<file path="src/trq_pkg.sv">
// Package for the tag-allocating request queue: sizes, operation and status
// codes, FIFO entry and control types, pointer advance helper.
// No dependencies.
`default_nettype none

package trq_pkg;

    localparam int QUEUE_DEPTH = 64;
    localparam int IDX_W       = $clog2(QUEUE_DEPTH);
    localparam int CNT_W       = $clog2(QUEUE_DEPTH + 1);
    localparam int TAG_W       = 6;
    localparam int HANDLE_W    = 32;
    localparam int OP_W        = 2;
    localparam int STATUS_W    = 2;

    localparam logic [OP_W-1:0] OP_PUSH = 2'd0;
    localparam logic [OP_W-1:0] OP_PEEK = 2'd1;
    localparam logic [OP_W-1:0] OP_POP  = 2'd2;
    localparam logic [OP_W-1:0] OP_NOP  = 2'd3;

    localparam logic [STATUS_W-1:0] ST_OK     = 2'd0;
    localparam logic [STATUS_W-1:0] ST_FULL   = 2'd1;
    localparam logic [STATUS_W-1:0] ST_EMPTY  = 2'd2;
    localparam logic [STATUS_W-1:0] ST_BADTAG = 2'd3;

    typedef logic [IDX_W-1:0] idx_t;
    typedef logic [CNT_W-1:0] cnt_t;

    typedef struct packed {
        logic [HANDLE_W-1:0] handle;
        idx_t                tag;
    } pend_entry_t;

    typedef struct packed {
        logic take;
        logic put;
    } fifo_req_t;

    function automatic idx_t ptr_adv(idx_t p);
        return (p == IDX_W'(QUEUE_DEPTH - 1)) ? '0 : p + 1'b1;
    endfunction

endpackage

`default_nettype wire

</file>
<file path="src/trq_ram.sv">
// Simple dual-port RAM: one write port, one read port with registered data.
// No dependencies.
`default_nettype none

module trq_ram #(
    parameter int WIDTH = 8,
    parameter int DEPTH = 64
) (
    input  wire logic                     clk,
    input  wire logic                     we,
    input  wire logic [$clog2(DEPTH)-1:0] waddr,
    input  wire logic [WIDTH-1:0]         wdata,
    input  wire logic [$clog2(DEPTH)-1:0] raddr,
    output logic      [WIDTH-1:0]         rdata
);

    logic [WIDTH-1:0] mem [DEPTH];

    always_ff @(posedge clk)
    begin
        if (we)
        begin
            mem[waddr] <= wdata;
        end
        rdata <= mem[raddr];
    end

endmodule

`default_nettype wire

</file>
<file path="src/trq_free_list.sv">
// Free tag FIFO: RAM plus head prefetch with write bypass; entries never
// written read as their own index. Depends on trq_pkg and trq_ram.
`default_nettype none

module trq_free_list
    import trq_pkg::*;
(
    input  wire logic      clk,
    input  wire logic      rst_n,
    input  wire fifo_req_t req,
    input  wire idx_t      put_tag,
    output idx_t           head_tag,
    output cnt_t           count
);

    idx_t head_reg, head_next;
    idx_t tail_reg, tail_next;
    cnt_t count_reg, count_next;
    logic wrap_reg, wrap_next;
    logic byp_reg, byp_next;
    logic init_reg, init_next;
    idx_t byp_data_reg;
    idx_t ram_rdata;

    always_comb
    begin
        head_next  = req.take ? ptr_adv(head_reg) : head_reg;
        tail_next  = req.put ? ptr_adv(tail_reg) : tail_reg;
        wrap_next  = wrap_reg || (req.put && (tail_reg == IDX_W'(QUEUE_DEPTH - 1)));
        count_next = count_reg + cnt_t'(req.put) - cnt_t'(req.take);
        byp_next   = req.put && (tail_reg == head_next);
        init_next  = !(wrap_reg || (head_next < tail_reg));
    end

    trq_ram #(
        .WIDTH (IDX_W),
        .DEPTH (QUEUE_DEPTH)
    ) u_ram (
        .clk   (clk),
        .we    (req.put),
        .waddr (tail_reg),
        .wdata (put_tag),
        .raddr (head_next),
        .rdata (ram_rdata)
    );

    always_ff @(posedge clk or negedge rst_n)
    begin
        if (!rst_n)
        begin
            head_reg  <= '0;
            tail_reg  <= '0;
            count_reg <= CNT_W'(QUEUE_DEPTH);
            wrap_reg  <= 1'b0;
            byp_reg   <= 1'b0;
            init_reg  <= 1'b1;
        end
        else
        begin
            head_reg  <= head_next;
            tail_reg  <= tail_next;
            count_reg <= count_next;
            wrap_reg  <= wrap_next;
            byp_reg   <= byp_next;
            init_reg  <= init_next;
        end
    end

    always_ff @(posedge clk)
    begin
        byp_data_reg <= put_tag;
    end

    assign head_tag = byp_reg ? byp_data_reg : (init_reg ? head_reg : ram_rdata);
    assign count    = count_reg;

endmodule

`default_nettype wire

</file>
<file path="src/trq_pending_queue.sv">
// Pending FIFO of tag and handle pairs: RAM plus head prefetch with write
// bypass. Depends on trq_pkg and trq_ram.
`default_nettype none

module trq_pending_queue
    import trq_pkg::*;
(
    input  wire logic        clk,
    input  wire logic        rst_n,
    input  wire fifo_req_t   req,
    input  wire pend_entry_t put_entry,
    output pend_entry_t      head_entry,
    output cnt_t             count
);

    idx_t        head_reg, head_next;
    idx_t        tail_reg, tail_next;
    cnt_t        count_reg, count_next;
    logic        byp_reg, byp_next;
    pend_entry_t byp_data_reg;
    pend_entry_t ram_rdata;

    always_comb
    begin
        head_next  = req.take ? ptr_adv(head_reg) : head_reg;
        tail_next  = req.put ? ptr_adv(tail_reg) : tail_reg;
        count_next = count_reg + cnt_t'(req.put) - cnt_t'(req.take);
        byp_next   = req.put && (tail_reg == head_next);
    end

    trq_ram #(
        .WIDTH ($bits(pend_entry_t)),
        .DEPTH (QUEUE_DEPTH)
    ) u_ram (
        .clk   (clk),
        .we    (req.put),
        .waddr (tail_reg),
        .wdata (put_entry),
        .raddr (head_next),
        .rdata (ram_rdata)
    );

    always_ff @(posedge clk or negedge rst_n)
    begin
        if (!rst_n)
        begin
            head_reg  <= '0;
            tail_reg  <= '0;
            count_reg <= '0;
            byp_reg   <= 1'b0;
        end
        else
        begin
            head_reg  <= head_next;
            tail_reg  <= tail_next;
            count_reg <= count_next;
            byp_reg   <= byp_next;
        end
    end

    always_ff @(posedge clk)
    begin
        byp_data_reg <= put_entry;
    end

    assign head_entry = byp_reg ? byp_data_reg : ram_rdata;
    assign count      = count_reg;

endmodule

`default_nettype wire

</file>
<file path="src/tag_allocating_request_queue.sv">
// Tag-allocating request queue top level: operation decode, in-service
// flags and result register. Depends on trq_pkg, trq_free_list and
// trq_pending_queue.
//
// Usage:
//   Request channel (req_valid/req_ready) carries req_type, request_handle
//   and release_tag. Each item gives exactly one response on the response
//   channel (rsp_valid/rsp_ready) with status, tag and handle_out.
//   Push takes the oldest free tag and queues it as pending; peek dequeues
//   the oldest pending tag with its handle; pop returns an in-service tag
//   to the free list. Failed operations report a status and change nothing.
//   Response: registered, it shows in the cycle after accept.
//   Throughput: one item per cycle while responses are taken; an operation
//   moves at most one head and one tail on RAM FIFOs with prefetched heads.
//   Stall: req_ready follows the result register, so a stalled receiver
//   holds the response and blocks new items until it is taken.
//   Reset: all tags free in order 0 upward, nothing pending, no response.
`default_nettype none

module tag_allocating_request_queue
    import trq_pkg::*;
(
    input  wire logic                clk,
    input  wire logic                rst_n,
    input  wire logic                req_valid,
    output logic                     req_ready,
    input  wire logic [OP_W-1:0]     req_type,
    input  wire logic [HANDLE_W-1:0] request_handle,
    input  wire logic [TAG_W-1:0]    release_tag,
    output logic                     rsp_valid,
    input  wire logic                rsp_ready,
    output logic [STATUS_W-1:0]      status,
    output logic [TAG_W-1:0]         tag,
    output logic [HANDLE_W-1:0]      handle_out
);

    logic                   accept;
    logic                   push_ok, peek_ok, pop_ok;
    logic                   rel_in_range;
    idx_t                   rel_idx;
    idx_t                   free_head;
    cnt_t                   free_count, pend_count;
    pend_entry_t            pend_head, pend_put;
    fifo_req_t              free_req, pend_req;

    logic [QUEUE_DEPTH-1:0] svc_reg, svc_next;
    logic                   rsp_valid_reg, rsp_valid_next;
    logic [STATUS_W-1:0]    status_reg, status_next;
    logic [TAG_W-1:0]       tag_reg, tag_next;
    logic [HANDLE_W-1:0]    handle_reg, handle_next;

    assign req_ready = !rsp_valid_reg || rsp_ready;
    assign accept    = req_valid && req_ready;

    assign rel_in_range = 32'(release_tag) < 32'(QUEUE_DEPTH);
    assign rel_idx      = IDX_W'(release_tag);

    always_comb
    begin
        push_ok = accept && (req_type == OP_PUSH) && (free_count != '0)
                  && (pend_count < CNT_W'(QUEUE_DEPTH));
        peek_ok = accept && (req_type == OP_PEEK) && (pend_count != '0);
        pop_ok  = accept && (req_type == OP_POP) && rel_in_range && svc_reg[rel_idx]
                  && (free_count < CNT_W'(QUEUE_DEPTH));

        free_req.take   = push_ok;
        free_req.put    = pop_ok;
        pend_req.take   = peek_ok;
        pend_req.put    = push_ok;
        pend_put.tag    = free_head;
        pend_put.handle = request_handle;

        svc_next = svc_reg;
        if (peek_ok)
        begin
            svc_next[pend_head.tag] = 1'b1;
        end
        if (pop_ok)
        begin
            svc_next[rel_idx] = 1'b0;
        end

        status_next = ST_OK;
        tag_next    = '0;
        handle_next = '0;
        case (req_type)
            OP_PUSH:
            begin
                if (push_ok)
                begin
                    tag_next = TAG_W'(free_head);
                end
                else
                begin
                    status_next = ST_FULL;
                end
            end
            OP_PEEK:
            begin
                if (peek_ok)
                begin
                    tag_next    = TAG_W'(pend_head.tag);
                    handle_next = pend_head.handle;
                end
                else
                begin
                    status_next = ST_EMPTY;
                end
            end
            OP_POP:
            begin
                if (!pop_ok)
                begin
                    status_next = ST_BADTAG;
                end
            end
            default:
            begin
                status_next = ST_OK;
            end
        endcase

        if (accept)
        begin
            rsp_valid_next = 1'b1;
        end
        else if (rsp_ready)
        begin
            rsp_valid_next = 1'b0;
        end
        else
        begin
            rsp_valid_next = rsp_valid_reg;
        end
    end

    trq_free_list u_free (
        .clk      (clk),
        .rst_n    (rst_n),
        .req      (free_req),
        .put_tag  (rel_idx),
        .head_tag (free_head),
        .count    (free_count)
    );

    trq_pending_queue u_pend (
        .clk        (clk),
        .rst_n      (rst_n),
        .req        (pend_req),
        .put_entry  (pend_put),
        .head_entry (pend_head),
        .count      (pend_count)
    );

    always_ff @(posedge clk or negedge rst_n)
    begin
        if (!rst_n)
        begin
            svc_reg       <= '0;
            rsp_valid_reg <= 1'b0;
        end
        else
        begin
            svc_reg       <= svc_next;
            rsp_valid_reg <= rsp_valid_next;
        end
    end

    always_ff @(posedge clk)
    begin
        if (accept)
        begin
            status_reg <= status_next;
            tag_reg    <= tag_next;
            handle_reg <= handle_next;
        end
    end

    assign rsp_valid  = rsp_valid_reg;
    assign status     = status_reg;
    assign tag        = tag_reg;
    assign handle_out = handle_reg;

endmodule

`default_nettype wire

</file>
<file path="config.mk">
export PLATFORM = sky130hd
export DESIGN_NAME = tag_allocating_request_queue
export DESIGN_NICKNAME = d
export VERILOG_FILES = /design/src/trq_pkg.sv /design/src/trq_ram.sv /design/src/trq_free_list.sv /design/src/trq_pending_queue.sv /design/src/tag_allocating_request_queue.sv
export SDC_FILE = /design/constraint.sdc
export NUM_CORES = 2
export LEC_CHECK = 0
export BUFFER_PORTS_ARGS = -buffer_cell sky130_fd_sc_hd__buf_2
export CORE_UTILIZATION = 50
export DETAILED_ROUTE_END_ITERATION = 8
export GPL_TIMING_DRIVEN = 0
export PLACE_DENSITY_LB_ADDON = 0.3
export SYNTH_ARGS = -nofsm -noshare
export SYNTH_HDL_FRONTEND = slang
export SYNTH_HIERARCHICAL = 1
export SYNTH_SLANG_ARGS = --single-unit
</file>
<file path="constraint.sdc">
create_clock -name clk -period 5.2 [get_ports clk]
set_input_delay 1.04 -clock clk [delete_from_list [all_inputs] [get_ports clk]]
set_output_delay 1.04 -clock clk [all_outputs]
set_load 0.02 [all_outputs]
</file>
==> flow_summary.json <==
{
  "drive_gt1_share_pct": 28.26,
  "multiInputGateArea_um2": 25960,
  "routed_wl_mm": 344.9,
  "slew_headroom_pct": 3.094,
  "yosys_warnings": 6,
  "rows": 177,
  "start_util_pct": 50.33,
  "grt_pass1_vias": 61270,
  "clock_latency_ns": 0.96,
  "holdBufCountCts": 0,
  "synth_top_area_share_pct": 73.28,
  "drv_cap": 0,
  "worst_pin_slew_ns": 1.442,
  "nets": 6119,
  "largest_register_ffs": 2432,
  "die_width_um": 485.8,
  "max_freq_mhz": 195.0,
  "ys_seq_area_share_pct": 77.08,
  "netlist_area_um2": 117000,
  "areaGrowthSynthToFinish_pct": 15.82,
  "drc": 0,
  "ys_ff_latch": 3051,
  "gp_congestion": 0.8744,
  "p_int_uw": 49300,
  "cts.sinks": 3051,
  "clockPowerShare_pct": 31.5,
  "power.switching_uw": 21790,
  "synth.distinct_cells": 81,
  "grt_max_degree": 73,
  "finalMaxSlewViolations": 0,
  "die-area_um2": 236000,
  "synth_most_common_cell": "edfxtp_1",
  "grt_pass1_wl_mm": 474.4,
  "wl_per_cell_um": 36.96,
  "root_buffer": "clkbuf_16",
  "synth_area_leaders": "edfxtp_1 (73%), mux4_2 (13%), dfrtp_1 (2.2%)",
  "htree_levels": 5,
  "ys_async_sr_fraction_pct": 3.507,
  "register_area_um2": 90200,
  "synth_top_cell_by_area": "edfxtp_1",
  "power_density_nw_per_um2": 524.5,
  "ant_nets": 0,
  "power_frac_seq_pct": 39.9,
  "crit_required_ns": 6.00,
  "drt_iter0_markers": 10010,
  "num-fill-cells": 16360,
  "fp.dieH_um": 485.8,
  "synth_ff_type": "edfxtp_1",
  "worst_slack_ns": 0.07189,
  "ir_worst_vdd_v": 0.0002840,
  "p_leak_uw": 0.04336,
  "cp-start-kind": "register",
  "netSwitchingFraction_pct": 30.65,
  "cts_made_buffers": 319,
  "synth-edff-count": 2856,
  "power.total_uw": 71090,
  "min_period_over_period_pct": 98.62,
  "cp-end-kind": "register",
  "grt-ovfl-total": 0,
  "via_count": 62440,
  "cts_tree": "built",
  "post-place-ws_ns": -2.926,
  "cp_max_fo": 16,
  "synth_nets": 5568,
  "viasPerCell": 6.692,
  "antenna_found_initial": 17,
  "grtUsageTotal_pct": 29.20,
  "dp_hpwl_mm": 225.8,
  "ys_top_cells_by_count": "edfxtp_1 (2856), mux4_2 (695), nor2_1 (220)",
  "io_pins": 86,
  "port_buffers": 85,
  "status": "completed",
  "min_period_ns": 5.128,
  "worst_hold_path_type": "in -> async",
  "core_um2": 232500,
  "hold_viol": 0,
  "crit_type": "reg -> reg",
  "clockBufferDepth": 4,
  "clk_pin_slew_ns": 0.06,
  "fin_worst_skew_ns": 0.1075,
  "synth_area_per_cell_um2": 21.29,
  "syn_inst": 5498,
  "drt_first_pass_iters": 9,
  "arrival_ns": 5.93,
  "final-setup-viol-count": 0,
  "p_comb_share_pct": 28.6
}
==> path summary, 6_finish.rpt <==
path                                      start                endpoint  slack (ns)  depth (start not counted)
worst max-delay path            u_pend/count[3]  u_pend/u_ram/rdata[20]        0.07                         13
worst max register to register  u_pend/count[3]  u_pend/u_ram/rdata[20]        0.07                         13
worst min-delay path                      rst_n             svc_reg[38]        0.11                          1
worst min register to register  u_free/wrap_reg         u_free/wrap_reg        0.48                          1
min in group clk                      req_valid               rsp_valid        0.29                          2
max in group asynchronous                 rst_n         u_free/init_reg        4.26                          2
==> metal layers <==
metal	routed length [µm]	up-vias	share of wire, %	track usage, %
li1	-	24160	-	-
met1	124800	32990	36	39.55
met2	159900	4483	46	45.00
met3	43470	806	13	7.554
met4	16690	6	4.8	12.67
met5	34	-	0.0099	0
==> power groups by stage <==
stage | Sequential (µW) | Clock [µW] | Combinational, µW
CTS | 28400 | 22600 | 20000
global route | 28400 | 23500 | 20900
global placement | 29100 | 0 | 19100
finish | 28400 | 22400 | 20300
floorplan | 28900 | 0 | 12300
detailed placement | 28900 | 0 | 19600
==> layout make-up <==
| cell class | count | share of cell area [%] |
|---|---|---|
| diodes | 8 | 0.01477 |
| plain buffers | 287 | 1.262 |
| clock buffers | 389 | 6.264 |
| clock inverters | 163 | 1.208 |
| inverters | 34 | 0.09508 |
| multi-input cells | 2121 | 19.16 |
| flip-flops and latches | 3051 | 66.55 |
| well taps | 3043 | 2.809 |
| repair buffers | 235 | 2.638 |
==> cells by family after synthesis <==
group / after synthesis / synth area share (%)
flops: 3051 / 77.08
mux: 891 / 15.21
compound gates: 615 / 3.465
simple gates: 562 / 2.302
buf+inv: 326 / 1.448
xor+xnor: 27 / 0.2021
fa+ha+maj: 26 / 0.2908
==> metrics by stage <==
step / std cells / cell area, µm² / setup TNS [ns] / hold slack, ns / util, %
after floorplan: 5498 / 117100 / -522.23 / 0.4365 / -
after global placement: 8626 / 121300 / - / 0.4569 / 52.16
after detailed placement: 8769 / 124900 / -422.98 / 0.4615 / 53.71
after CTS: 9321 / 135300 / 0 / 0.07706 / 58.20
after global routing: 9326 / 135500 / -0.06167 / 0.1339 / 58.28
final: 9331 / 135500 / 0 / 0.1075 / 58.29
==> repair_timing <==
action / in CTS / in global routing
pin swaps: 1 / 0
hold endpoints to repair: 0 / 0
resized for setup: 98 / 39
setup buffers: 4 / 0
setup endpoints to repair: 76 / 368
==> placed cells by master (no fill, tap or decap), types with 105 or more instances in the layout <==
| cell | instances |
|---|---|
| buf_12 | 112 |
| nor2_1 | 148 |
| a21oi_1 | 152 |
| edfxtp_1 | 2856 |
| dfrtp_1 | 105 |
| a22oi_1 | 147 |
| buf_2 | 144 |
| mux4_2 | 695 |
| clkbuf_1 | 135 |
| nand2_1 | 121 |
| mux2i_1 | 116 |
| clkbuf_16 | 323 |
==> worst max-delay path, stage by stage, from the launching register on <==
cell	delay, ns
dfrtp_1	0.40
or4_1	0.60
nor4_4	0.31
nor3_4	0.12
buf_6	0.23
mux2_2	0.41
buf_2	0.32
buf_4	0.43
buf_2	0.55
nand3b_1	0.56
o221ai_1	0.36
a21oi_1	0.06
a21oi_1	0.52
nor2_1	0.08
Note: power is estimated with default switching activity, not from simulation.
